File: src/hw/rtl/aivdm_pkg.sv
// Shared types, character codes and helper functions for the AIVDM sentence parser.
// Used by aivdm_in_skid, aivdm_core and nmea_aivdm_sentence_parser_unit.
`timescale 1ns / 1ps

package aivdm_pkg;

    // Line and payload limits.
    localparam logic [7:0] MAX_LINE_LEN = 8'd128;
    localparam logic [6:0] MAX_PAYLOAD  = 7'd80;

    // Bus widths.
    localparam int IN_TDATA_W  = 8;
    localparam int OUT_TDATA_W = 56;

    // Character codes.
    localparam logic [7:0] CH_LF    = 8'h0A;
    localparam logic [7:0] CH_CR    = 8'h0D;
    localparam logic [7:0] CH_BANG  = 8'h21;
    localparam logic [7:0] CH_DOLR  = 8'h24;
    localparam logic [7:0] CH_STAR  = 8'h2A;
    localparam logic [7:0] CH_COMMA = 8'h2C;
    localparam logic [7:0] CH_ZERO  = 8'h30;
    localparam logic [7:0] CH_NINE  = 8'h39;
    localparam logic [7:0] CH_UPA   = 8'h41;

    // Armoring offsets.
    localparam logic [7:0] ARMOR_BASE  = 8'd48;
    localparam logic [7:0] ARMOR_SPLIT = 8'd88;
    localparam logic [7:0] ARMOR_GAP   = 8'd8;

    // Result kinds.
    localparam logic KIND_SYMBOL  = 1'b0;
    localparam logic KIND_VERDICT = 1'b1;

    // Verdict status codes.
    localparam logic [2:0] ST_OK       = 3'd0;
    localparam logic [2:0] ST_NO_START = 3'd1;
    localparam logic [2:0] ST_CHECKSUM = 3'd2;
    localparam logic [2:0] ST_NOT_VDM  = 3'd3;
    localparam logic [2:0] ST_FIELD    = 3'd4;
    localparam logic [2:0] ST_TOO_LONG = 3'd5;

    // One result item.
    typedef struct packed {
        logic       item_kind;
        logic [5:0] symbol;
        logic [2:0] status;
        logic [7:0] frag_total;
        logic [7:0] frag_number;
        logic [7:0] sequence_id;
        logic       sequence_present;
        logic [7:0] channel_code;
        logic [6:0] payload_count;
    } t_result;

    // Uppercase hex character for a nibble.
    function automatic logic [7:0] hex_char(input logic [3:0] nib);
        logic [7:0] ext;
        ext = {4'd0, nib};
        if (nib < 4'd10) begin
            hex_char = CH_ZERO + ext;
        end else begin
            hex_char = CH_UPA + ext - 8'd10;
        end
    endfunction

    // Expected character of the sentence type at a given position.
    function automatic logic [7:0] type_char(input logic [2:0] pos);
        unique case (pos)
            3'd0:    type_char = 8'h41; // A
            3'd1:    type_char = 8'h49; // I
            3'd2:    type_char = 8'h56; // V
            3'd3:    type_char = 8'h44; // D
            3'd4:    type_char = 8'h4D; // M
            default: type_char = 8'h00;
        endcase
    endfunction

endpackage

File: src/hw/rtl/aivdm_in_skid.sv
// Two-entry input skid buffer for the received byte stream.
// Depends on aivdm_pkg for the byte width.
`timescale 1ns / 1ps

module aivdm_in_skid
    import aivdm_pkg::*;
(
    input  logic                  i_clk,
    input  logic                  i_rst_n,
    input  logic                  i_valid,
    output logic                  o_ready,
    input  logic [IN_TDATA_W-1:0] i_data,
    output logic                  o_head_valid,
    output logic [IN_TDATA_W-1:0] o_head_data,
    input  logic                  i_pop
);

    logic                  r_a_valid;
    logic [IN_TDATA_W-1:0] r_a_data;
    logic                  r_b_valid;
    logic [IN_TDATA_W-1:0] r_b_data;
    logic                  accept;

    // Ready depends on registered state only.
    assign o_ready      = !r_b_valid;
    assign accept       = i_valid && !r_b_valid;
    assign o_head_valid = r_a_valid;
    assign o_head_data  = r_a_data;

    // Valid flags.
    always_ff @(posedge i_clk) begin
        if (!i_rst_n) begin
            r_a_valid <= 1'b0;
            r_b_valid <= 1'b0;
        end else if (i_pop) begin
            if (r_b_valid) begin
                r_a_valid <= 1'b1;
                r_b_valid <= 1'b0;
            end else begin
                r_a_valid <= accept;
            end
        end else if (!r_a_valid) begin
            r_a_valid <= accept;
        end else if (accept) begin
            r_b_valid <= 1'b1;
        end
    end

    // Data registers.
    always_ff @(posedge i_clk) begin
        if (i_pop) begin
            if (r_b_valid) begin
                r_a_data <= r_b_data;
            end else begin
                r_a_data <= i_data;
            end
        end else if (!r_a_valid) begin
            r_a_data <= i_data;
        end else if (accept) begin
            r_b_data <= i_data;
        end
    end

endmodule

File: src/hw/rtl/aivdm_core.sv
// Per-byte sentence parser: line state registers and their single-pass update.
// Depends on aivdm_pkg for codes, limits and the result type.
`timescale 1ns / 1ps

module aivdm_core
    import aivdm_pkg::*;
(
    input  logic       i_clk,
    input  logic       i_rst_n,
    input  logic       i_byte_valid,
    input  logic [7:0] i_byte,
    input  logic       i_out_free,
    output logic       o_take,
    output logic       o_emit,
    output t_result    o_result
);

    // Line phases.
    localparam logic [2:0] PH_SEARCH = 3'd0;
    localparam logic [2:0] PH_BODY   = 3'd1;
    localparam logic [2:0] PH_HEX1   = 3'd2;
    localparam logic [2:0] PH_HEX2   = 3'd3;
    localparam logic [2:0] PH_TAIL   = 3'd4;
    localparam logic [2:0] PH_LFWAIT = 3'd5;
    localparam logic [2:0] PH_BAD    = 3'd6;

    logic [2:0] r_phase,       n_phase;
    logic [7:0] r_xor_acc,     n_xor_acc;
    logic [7:0] r_hex_hold,    n_hex_hold;
    logic [2:0] r_field_num,   n_field_num;
    logic [2:0] r_type_pos,    n_type_pos;
    logic [7:0] r_num_acc,     n_num_acc;
    logic [7:0] r_frag_total,  n_frag_total;
    logic [7:0] r_frag_number, n_frag_number;
    logic [7:0] r_seq_id,      n_seq_id;
    logic       r_seq_present, n_seq_present;
    logic [7:0] r_channel,     n_channel;
    logic [6:0] r_payload_len, n_payload_len;
    logic [7:0] r_line_len,    n_line_len;
    logic [2:0] r_error_code,  n_error_code;

    logic        emit;
    logic [2:0]  verdict_status;
    logic [5:0]  sym;
    logic [7:0]  sym_full;
    logic [11:0] dec_sum;
    logic [7:0]  digit;
    logic        is_digit;

    // Decimal accumulate with saturation, and payload de-armoring.
    assign is_digit = (i_byte >= CH_ZERO) && (i_byte <= CH_NINE);
    assign digit    = i_byte - CH_ZERO;
    assign dec_sum  = {1'b0, r_num_acc, 3'd0} + {3'd0, r_num_acc, 1'b0} + {4'd0, digit};
    assign sym_full = i_byte - ARMOR_BASE - ((i_byte > ARMOR_SPLIT) ? ARMOR_GAP : 8'd0);
    assign sym      = sym_full[5:0];

    // Verdict status by priority.
    always_comb begin
        if (r_phase == PH_SEARCH) begin
            verdict_status = ST_NO_START;
        end else if (r_error_code == ST_TOO_LONG) begin
            verdict_status = ST_TOO_LONG;
        end else if (r_phase == PH_TAIL || r_phase == PH_LFWAIT) begin
            verdict_status = r_error_code;
        end else begin
            verdict_status = ST_CHECKSUM;
        end
    end

    // Next state and result for the byte at the head of the input.
    always_comb begin
        n_phase       = r_phase;
        n_xor_acc     = r_xor_acc;
        n_hex_hold    = r_hex_hold;
        n_field_num   = r_field_num;
        n_type_pos    = r_type_pos;
        n_num_acc     = r_num_acc;
        n_frag_total  = r_frag_total;
        n_frag_number = r_frag_number;
        n_seq_id      = r_seq_id;
        n_seq_present = r_seq_present;
        n_channel     = r_channel;
        n_payload_len = r_payload_len;
        n_line_len    = r_line_len;
        n_error_code  = r_error_code;
        emit          = 1'b0;

        o_result.item_kind        = KIND_SYMBOL;
        o_result.symbol           = sym;
        o_result.status           = ST_OK;
        o_result.frag_total       = r_frag_total;
        o_result.frag_number      = r_frag_number;
        o_result.sequence_id      = r_seq_id;
        o_result.sequence_present = r_seq_present;
        o_result.channel_code     = r_channel;
        o_result.payload_count    = r_payload_len + 7'd1;

        if (i_byte == CH_LF) begin
            // End of line: verdict, then clear everything.
            emit                   = 1'b1;
            o_result.item_kind     = KIND_VERDICT;
            o_result.symbol        = 6'd0;
            o_result.status        = verdict_status;
            o_result.payload_count = r_payload_len;
            n_phase       = PH_SEARCH;
            n_xor_acc     = 8'd0;
            n_hex_hold    = 8'd0;
            n_field_num   = 3'd0;
            n_type_pos    = 3'd0;
            n_num_acc     = 8'd0;
            n_frag_total  = 8'd0;
            n_frag_number = 8'd0;
            n_seq_id      = 8'd0;
            n_seq_present = 1'b0;
            n_channel     = 8'd0;
            n_payload_len = 7'd0;
            n_line_len    = 8'd0;
            n_error_code  = ST_OK;
        end else begin
            if (r_line_len != 8'hFF) begin
                n_line_len = r_line_len + 8'd1;
            end

            unique case (r_phase)
                PH_SEARCH: begin
                    if (i_byte == CH_BANG || i_byte == CH_DOLR) begin
                        n_phase = PH_BODY;
                    end
                end
                PH_BODY: begin
                    if (i_byte != CH_STAR) begin
                        n_xor_acc = r_xor_acc ^ i_byte;
                    end
                    if (i_byte == CH_STAR || i_byte == CH_COMMA) begin
                        // Close the current field.
                        unique case (r_field_num)
                            3'd0: begin
                                if (r_type_pos != 3'd5 && n_error_code == ST_OK) begin
                                    n_error_code = ST_NOT_VDM;
                                end
                            end
                            3'd1:    n_frag_total  = r_num_acc;
                            3'd2:    n_frag_number = r_num_acc;
                            3'd3:    n_seq_id      = r_num_acc;
                            default: ;
                        endcase
                        if (i_byte == CH_STAR) begin
                            if (r_field_num < 3'd5 && n_error_code == ST_OK) begin
                                n_error_code = ST_FIELD;
                            end
                            n_hex_hold = r_xor_acc;
                            n_phase    = PH_HEX1;
                        end else begin
                            if (r_field_num < 3'd6) begin
                                n_field_num = r_field_num + 3'd1;
                            end
                            n_num_acc = 8'd0;
                        end
                    end else if (r_field_num == 3'd0) begin
                        // Sentence type must read AIVDM.
                        if (r_type_pos < 3'd5 && i_byte == type_char(r_type_pos)) begin
                            n_type_pos = r_type_pos + 3'd1;
                        end else if (r_error_code == ST_OK) begin
                            n_error_code = ST_NOT_VDM;
                        end
                    end else if (r_field_num <= 3'd3) begin
                        // Numeric header fields.
                        if (r_field_num == 3'd3) begin
                            n_seq_present = 1'b1;
                        end
                        if (is_digit) begin
                            n_num_acc = (dec_sum > 12'd255) ? 8'hFF : dec_sum[7:0];
                        end else if (r_error_code == ST_OK) begin
                            n_error_code = ST_FIELD;
                        end
                    end else if (r_field_num == 3'd4) begin
                        // Channel: keep the first character only.
                        if (r_num_acc == 8'd0) begin
                            n_channel = i_byte;
                            n_num_acc = 8'd1;
                        end
                    end else if (r_field_num == 3'd5 && r_error_code == ST_OK) begin
                        // Payload symbol.
                        if (r_payload_len >= MAX_PAYLOAD) begin
                            n_error_code = ST_TOO_LONG;
                        end else begin
                            n_payload_len = r_payload_len + 7'd1;
                            emit          = 1'b1;
                        end
                    end
                end
                PH_HEX1: begin
                    n_phase = (i_byte == hex_char(r_hex_hold[7:4])) ? PH_HEX2 : PH_BAD;
                end
                PH_HEX2: begin
                    n_phase = (i_byte == hex_char(r_hex_hold[3:0])) ? PH_TAIL : PH_BAD;
                end
                PH_TAIL: begin
                    n_phase = (i_byte == CH_CR) ? PH_LFWAIT : PH_BAD;
                end
                default: begin
                    n_phase = PH_BAD;
                end
            endcase

            // Overlong started line.
            if (n_phase != PH_SEARCH && n_line_len > MAX_LINE_LEN) begin
                n_error_code = ST_TOO_LONG;
            end
        end
    end

    // A byte moves on unless its result has nowhere to go.
    assign o_take = i_byte_valid && (!emit || i_out_free);
    assign o_emit = i_byte_valid && emit && i_out_free;

    // Line state registers.
    always_ff @(posedge i_clk) begin
        if (!i_rst_n) begin
            r_phase       <= PH_SEARCH;
            r_xor_acc     <= 8'd0;
            r_hex_hold    <= 8'd0;
            r_field_num   <= 3'd0;
            r_type_pos    <= 3'd0;
            r_num_acc     <= 8'd0;
            r_frag_total  <= 8'd0;
            r_frag_number <= 8'd0;
            r_seq_id      <= 8'd0;
            r_seq_present <= 1'b0;
            r_channel     <= 8'd0;
            r_payload_len <= 7'd0;
            r_line_len    <= 8'd0;
            r_error_code  <= ST_OK;
        end else if (o_take) begin
            r_phase       <= n_phase;
            r_xor_acc     <= n_xor_acc;
            r_hex_hold    <= n_hex_hold;
            r_field_num   <= n_field_num;
            r_type_pos    <= n_type_pos;
            r_num_acc     <= n_num_acc;
            r_frag_total  <= n_frag_total;
            r_frag_number <= n_frag_number;
            r_seq_id      <= n_seq_id;
            r_seq_present <= n_seq_present;
            r_channel     <= n_channel;
            r_payload_len <= n_payload_len;
            r_line_len    <= n_line_len;
            r_error_code  <= n_error_code;
        end
    end

endmodule

File: src/hw/rtl/nmea_aivdm_sentence_parser_unit.sv
// Top level of the AIVDM sentence parser: input skid buffer, parser core, output register.
// Depends on aivdm_pkg, aivdm_in_skid and aivdm_core.
`timescale 1ns / 1ps

// The unit takes one received character per transaction and gives one result per
// payload character, up to 80 per line and only while no error is recorded (a 6-bit
// de-armored symbol), and one verdict per line feed. It sustains one byte per clock
// cycle while the output is not stalled: each byte updates the line state in a single
// pass between the input skid register and the output register, which holds its result.
// Bytes that give no result still pass through the skid register and update the state.
// Output tuser holds the item kind (0 symbol, 1 verdict).
module nmea_aivdm_sentence_parser_unit
    import aivdm_pkg::*;
(
    input  logic                   i_clk,
    input  logic                   i_rst_n,
    input  logic                   i_s_axis_tvalid,
    output logic                   o_s_axis_tready,
    input  logic [IN_TDATA_W-1:0]  i_s_axis_tdata,  // [7:0] rx_byte
    output logic                   o_m_axis_tvalid,
    input  logic                   i_m_axis_tready,
    // [5:0] symbol, [8:6] status, [16:9] frag_total, [24:17] frag_number,
    // [32:25] sequence_id, [33] sequence_present, [41:34] channel_code,
    // [48:42] payload_count, [55:49] zero
    output logic [OUT_TDATA_W-1:0] o_m_axis_tdata,
    output logic                   o_m_axis_tuser   // [0] item_kind
);

    logic       head_valid;
    logic [7:0] head_data;
    logic       take;
    logic       emit;
    logic       out_free;
    t_result    core_result;

    logic       r_out_valid;
    t_result    r_out;

    // Input side.
    aivdm_in_skid u_in_skid (
        .i_clk        (i_clk),
        .i_rst_n      (i_rst_n),
        .i_valid      (i_s_axis_tvalid),
        .o_ready      (o_s_axis_tready),
        .i_data       (i_s_axis_tdata),
        .o_head_valid (head_valid),
        .o_head_data  (head_data),
        .i_pop        (take)
    );

    // Parser.
    aivdm_core u_core (
        .i_clk        (i_clk),
        .i_rst_n      (i_rst_n),
        .i_byte_valid (head_valid),
        .i_byte       (head_data),
        .i_out_free   (out_free),
        .o_take       (take),
        .o_emit       (emit),
        .o_result     (core_result)
    );

    // Output register frees up in the same cycle its transaction completes.
    assign out_free = !r_out_valid || i_m_axis_tready;

    always_ff @(posedge i_clk) begin
        if (!i_rst_n) begin
            r_out_valid <= 1'b0;
        end else if (emit) begin
            r_out_valid <= 1'b1;
        end else if (i_m_axis_tready) begin
            r_out_valid <= 1'b0;
        end
    end

    always_ff @(posedge i_clk) begin
        if (emit) begin
            r_out <= core_result;
        end
    end

    // Output packing.
    assign o_m_axis_tvalid = r_out_valid;
    assign o_m_axis_tuser  = r_out.item_kind;
    assign o_m_axis_tdata  = {7'd0,
                              r_out.payload_count,
                              r_out.channel_code,
                              r_out.sequence_present,
                              r_out.sequence_id,
                              r_out.frag_number,
                              r_out.frag_total,
                              r_out.status,
                              r_out.symbol};

endmodule
File: config.mk
export PLATFORM = sky130hd
export DESIGN_NAME = nmea_aivdm_sentence_parser_unit
export DESIGN_NICKNAME = d
export VERILOG_FILES = /design/src/hw/rtl/aivdm_pkg.sv /design/src/hw/rtl/aivdm_in_skid.sv /design/src/hw/rtl/aivdm_core.sv /design/src/hw/rtl/nmea_aivdm_sentence_parser_unit.sv
export SDC_FILE = /design/constraint.sdc
export NUM_CORES = 1
export LEC_CHECK = 0
export ABC_AREA = 1
export BUFFER_PORTS_ARGS = -buffer_cell sky130_fd_sc_hd__buf_2
export CORE_MARGIN = 10
export CORE_UTILIZATION = 45
export CTS_BUF_LIST = sky130_fd_sc_hd__clkbuf_2 sky130_fd_sc_hd__clkbuf_4 sky130_fd_sc_hd__clkbuf_8
export DETAILED_ROUTE_END_ITERATION = 12
export PLACE_DENSITY = 0.62
export RECOVER_POWER = 100
export SLEW_MARGIN = 20
export SYNTH_ARGS = -nofsm -noshare
export SYNTH_HDL_FRONTEND = slang
export SYNTH_SLANG_ARGS = --single-unit
File: constraint.sdc
create_clock -name i_clk -period 4.9 [get_ports i_clk]
set_input_delay 1.47 -clock i_clk [delete_from_list [all_inputs] [get_ports i_clk]]
set_output_delay 1.47 -clock i_clk [all_outputs]
set_load 0.01 [all_outputs]
==> impl_metrics.yaml, run 1 <==
status:
  status: "finished with violations"
  violations: "max-capacitance violations, max-slew violations"
drt:
  routedWlPerCell_um: 15.1
  num_vias: 6439
  routed_wl_um: 19200
  ant_nets: 0
  viasPerCell: 5.04
  drc: 0
  first_iter_violations: 505
  firstDrtPassIters: 5
timing:
  grt_setup_unrepaired: "no"
  fin_crit_ns: 4.17
  final-setup-viol-count: 0
  period_share_pct: 85.1
  fmax_mhz: 240
  slew_headroom_pct: -15.4
  final.setup.tns_ns: 0
  tightest_slew_ns: 1.73
  hold_viol: 0
  finClkSkew_ns: 0.0100
  final-max-slew-violation-count: 33
logic_synthesis:
  syn_area_per_cell_um2: 8.19
  netlist_instances: 982
  async_flop_share_pct: 0
  synth-edff-count: 66
  synthFlopType: "dfxtp_1"
  synth_seq_cells: 153
  synth.cell_area_mm2: 0.00804
  ys_warn_count: 0
  synth_cell_type_count: 49
  ys_seq_area_share_pct: 46.3
worst_hold_path:
  worstHoldStart: "u_core.r_seq_id[3]"
  hp-class: "register to register"
placement:
  finalWeightedCongestion: 0.934
  dp_hpwl_um: 14000
  portBuffers: 63
global_route:
  grt.overflow.total: 0
  met3_usage_pct: 3.77
  grt_pass1_vias: 6086
  grt_first_pass_wirelength_um: 31700
  grtUsageMet1_pct: 20.8
  grt_use_met2_pct: 26.5
  grt_usage_pct: 16.3
  antenna_found_initial: 0
  grt_start_max_net_pins: 50
  busiest_layer: "met2"
cts:
  cts_root_buffer: "clkbuf_8"
  cts.clk_slew.worst_paths_ns: 0.08
  cts_tree: "done"
  cts_buffers: 17
  h-tree-depth: 4
  cts_resized: 0
  cts_setup_buffers: 0
  numClockSinks: 153
  cts_buffer_depth: 2
  ctsHoldBuffers: 0
  worstSkewPairLatency_ns: 0.46
critical_path:
  cp-startpoint: "u_in_skid.o_head_data[4]"
  crit_required_ns: 5.12
  path_class: "register to register"
  end_kind: "register"
  arrival_ns: 4.38
  worstPathMaxFanout: 26
  reg2reg_from: "u_in_skid.o_head_data[4]"
  start_kind: "register"
power_and_ir_drop:
  cellPowerDensity_mw_per_mm2: 288
  cellLeakagePower_nw: 3.53
  vdd_ir_drop_max_uv: 152
  power.total_mw: 2.52
final_layout:
  drive_above_1_share_pct: 6.94
  post-route-util_pct: 50.4
  area.growth.synth_to_final_pct: 9.05
  diodes: 0
  final_common_cell: "nand2_1"
  fin_nets: 1089
  final_cell_mix: "nand2_1 (215), inv_1 (122), dfxtp_1 (87)"
floorplanning:
  rows: 48
  die_area_mm2: 0.0236
  start_util_pct: 46.2
  io_pins: 71
  die_w_um: 154
  core_area_mm2: 0.0174
  die_y_um: 154
job:
  drv_cap: 1
cell usage after synthesis, drive strengths merged (4+ instances only):
library cell	n	area share (%)
a21oi	79	5.1
and2	4	0.31
buf	20	2.0
clkbuf	15	0.70
dfxtp	87	22
edfxtp	66	25
fa	6	1.5
ha	32	5.0
inv	128	6.0
nand2	222	11
nand3	75	5.0
nand3b	4	0.53
nand4	13	1.0
nor2	92	5.1
nor3	20	1.5
nor3b	6	0.56
o211ai	4	0.37
o21ai	71	4.5
o22ai	7	0.54
xor2	13	1.4
worst paths after layout:
kind / cells past startpoint / end / slack, ns
worst max-delay path: 12 / u_in_skid.o_head_data[3] / 0.73
worst min-delay path: 0 / o_m_axis_tdata[28] / 0.43
worst max register to register: 12 / u_in_skid.o_head_data[3] / 0.73
worst min register to register: 0 / o_m_axis_tdata[28] / 0.43
logic make-up after synthesis:
family | Yosys count | share of synthesized area (%)
AO/OA/AOI/OAI | 170 | 11.4
flip-flops | 153 | 46.3
adder cells (fa/ha/maj) | 38 | 6.47
XOR/XNOR | 16 | 1.74
other | 1 | 0.0466
AND/OR/NAND/NOR | 440 | 25.3
buffers and inverters | 164 | 8.76
routing by layer:
metal / vias to the layer above / wire (um)
met5: - / 0
met1: 2920 / 9100
li1: 3340 / -
met4: 0 / 333
met3: 24 / 916
met2: 155 / 8890
worst max-delay path, stage by stage, from the launching register on:
cell      delay, ns
edfxtp_1       0.61
inv_1          0.26
ha_1           0.27
nand2_1        0.09
nor2_2         0.05
inv_1          0.58
o21ai_0        0.50
nand2_4        0.16
nand2_1        0.36
nor2_1         0.58
inv_1          0.29
nand2_1        0.11
nand2_1        0.07
area by class of cell:
type                            instances  area, um^2
Sequential cell                       153        3720
Clock buffer                           18         248
Fill cell                            1718        8650
Multi-Input combinational cell        671        3580
Clock inverter                         14         185
Tap cell                              225         282
Inverter                              129         485
Timing Repair Buffer                   67         268
through the flow:
stage               cells  worst slack (ns)  instance area (um^2)  hold WS (ns)
CTS                  1277             0.984                  8910         0.436
finish               1277             0.731                  8770         0.434
global route         1277             0.299                  8770         0.440
floorplan             988              1.11                  8070         0.408
global placement     1245              1.11                  8480         0.413
detailed placement   1245              1.00                  8480         0.416
report_power, final:
| group | total (mW) | switching (mW) | internal (mW) | leakage (nW) |
|---|---|---|---|---|
| logic | 0.124 | 0.0858 | 0.0381 | 2.00 |
| registers | 1.34 | 0.0169 | 1.33 | 1.32 |
| clock network | 1.05 | 0.523 | 0.531 | 0.210 |
| total | 2.52 | 0.626 | 1.90 | 3.53 |
sequential cells by signal (all words and copies together) (netlist names), 3 cells and up:
register / cells
o_m_axis_tdata: 49
u_core.r_channel: 8
u_core.r_frag_number: 8
u_core.r_frag_total: 8
u_core.r_hex_hold: 8
u_core.r_line_len: 8
u_core.r_num_acc: 8
u_core.r_seq_id: 8
u_core.r_xor_acc: 8
u_in_skid.o_head_data: 8
u_in_skid.r_b_data: 8
u_core.r_payload_len: 7
u_core.r_error_code: 3
u_core.r_field_num: 3
u_core.r_phase: 3
u_core.r_type_pos: 3
Note: power is estimated with default switching activity, not from simulation.
==> run 2: changes to the inputs <==
==> constraint.sdc (replaced) <==
create_clock -name i_clk -period 4.9 [get_ports i_clk]
set_input_delay 1.47 -clock i_clk [delete_from_list [all_inputs] [get_ports i_clk]]
set_output_delay 1.47 -clock i_clk [all_outputs]
set_load 0.005 [all_outputs]
==> impl_metrics.yaml, run 2 (same netlist as run 1, synthesis figures left out) <==
floorplanning:
  io_pins: 71
  rows: 48
  die_w_um: 154
  start_util_pct: 46.2
  die_y_um: 154
  core_area_mm2: 0.0174
  die_area_mm2: 0.0236
global_route:
  antenna_found_initial: 0
  grt.overflow.total: 0
  grt_usage_pct: 16.3
  grt_start_max_net_pins: 50
  grt_first_pass_wirelength_um: 31700
  grt_pass1_vias: 6086
timing:
  grt_setup_unrepaired: "no"
  final.setup.tns_ns: 0
  fmax_mhz: 240
  tightest_slew_ns: 1.73
  final-setup-viol-count: 0
  final-max-slew-violation-count: 33
  finClkSkew_ns: 0.0100
  fin_crit_ns: 4.17
  fin_hold_ws_ns: 0.434
  period_share_pct: 85.1
  hold_viol: 0
  slew_headroom_pct: -15.4
placement:
  placed_area_mm2: 0.00848
  portBuffers: 63
  finalWeightedCongestion: 0.934
  dp_hpwl_um: 14000
  dpl.cell_count: 1245
cts:
  cts_tree: "done"
  h-tree-depth: 4
  cts.clk_slew.worst_paths_ns: 0.08
  cts_setup_buffers: 0
  cts_resized: 0
  cts_root_buffer: "clkbuf_8"
  cts_buffers: 17
  worstSkewPairLatency_ns: 0.46
  numClockSinks: 153
  cts_buffer_depth: 2
  ctsHoldBuffers: 0
final_layout:
  area.growth.synth_to_final_pct: 9.10
  largest_register_ffs: 49
  final_common_cell: "nand2_1"
  instances_no_fill: 1277
  nFillCells: 1716
  fin_nets: 1089
  final_cell_mix: "nand2_1 (215), inv_1 (122), dfxtp_1 (87)"
  diodes: 0
  fin_area_mm2: 0.00877
  drive_above_1_share_pct: 7.22
critical_path:
  path_class: "register to register"
  critPathCapture: "u_in_skid.o_head_data[3]"
  r2r_end: "u_in_skid.o_head_data[3]"
  arrival_ns: 4.38
  worstPathMaxFanout: 26
  cp-startpoint: "u_in_skid.o_head_data[4]"
  r2r_cells: 12
  crit_required_ns: 5.12
  start_kind: "register"
  end_kind: "register"
  reg2reg_from: "u_in_skid.o_head_data[4]"
  r2r_setup_slack_ns: 0.73
worst_hold_path:
  hp-class: "register to register"
drt:
  drc: 0
  viasPerCell: 5.04
  routedWlPerCell_um: 15.1
  first_iter_violations: 505
  num_vias: 6439
  routed_wl_um: 19200
  firstDrtPassIters: 5
  ant_nets: 0
status:
  status: "finished with violations"
  violations: "max-capacitance violations, max-slew violations"
power_and_ir_drop:
  switching_share_pct: 24.8
  cellPowerDensity_mw_per_mm2: 287
  combPwrFrac_pct: 4.9
  pwr-share-seq_pct: 53.3
  clockPowerShare_pct: 41.8
  power.total_mw: 2.52
  p_int_mw: 1.90
  cellLeakagePower_nw: 3.54
  vdd_ir_drop_max_uv: 152
  p_sw_mw: 0.624
job:
  drv_cap: 1
## run 2: cell count changes in the layout (fill, tap and decap cells not counted), sizes merged
cell,change
buf,+3
clkbuf,-3
## run 2: cell type report
type / instances / area (um^2) / area share (%)
Inverter: 129 / 485 / 5.53
Clock inverter: 14 / 185 / 2.11
Sequential cell: 153 / 3720 / 42.4
Clock buffer: 18 / 248 / 2.82
Multi-Input combinational cell: 671 / 3580 / 40.8
Tap cell: 225 / 282 / 3.21
Timing Repair Buffer: 67 / 272 / 3.09
## run 2: worst min path at each step
stage                                      start                 end  slack (ns)  depth (start not counted)
after floorplan           u_core.r_frag_total[5]  o_m_axis_tdata[14]        0.41                          0
after global placement       u_core.r_channel[1]  o_m_axis_tdata[35]        0.41                          0
after detailed placement     u_core.r_channel[2]  o_m_axis_tdata[36]        0.42                          0
after CTS                     u_core.r_seq_id[3]  o_m_axis_tdata[28]        0.44                          0
after global routing          u_core.r_seq_id[3]  o_m_axis_tdata[28]        0.44                          0
final                         u_core.r_seq_id[3]  o_m_axis_tdata[28]        0.43                          0
## run 2: per-layer routing
| metal | up-vias | GRT usage, % | routed length, um |
|---|---|---|---|
| met5 | - | 0 | 0 |
| met4 | 0 | 5.49 | 333 |
| met3 | 24 | 3.77 | 916 |
| met2 | 155 | 26.5 | 8890 |
| met1 | 2920 | 20.8 | 9100 |
| li1 | 3340 | - | - |
## run 2: metrics by stage
stage          setup slack (ns)  utilization, %
2_1_floorplan              1.11               -
3_3_place_gp               1.11            48.7
3_5_place_dp               1.00            48.7
4_1_cts                   0.984            51.2
5_1_grt                   0.299            50.4
6_report                  0.731            50.4
## run 2: critical path, stage by stage, from the launching register on
cell and delay [ns]:
edfxtp_1 0.61, inv_1 0.26, ha_1 0.27, nand2_1 0.09, nor2_2 0.05, inv_1 0.58
o21ai_0 0.50, nand2_4 0.16, nand2_1 0.36, nor2_1 0.58, inv_1 0.29, nand2_1 0.11
nand2_1 0.07
## run 2: power by group through the flow
stage               logic, mW  clock network (mW)  registers [mW]
finish                  0.123                1.05            1.34
global route            0.139                1.13            1.35
CTS                     0.125                1.08            1.34
detailed placement      0.125                   0            1.37
global placement        0.125                   0            1.37
floorplan               0.101                   0            1.36
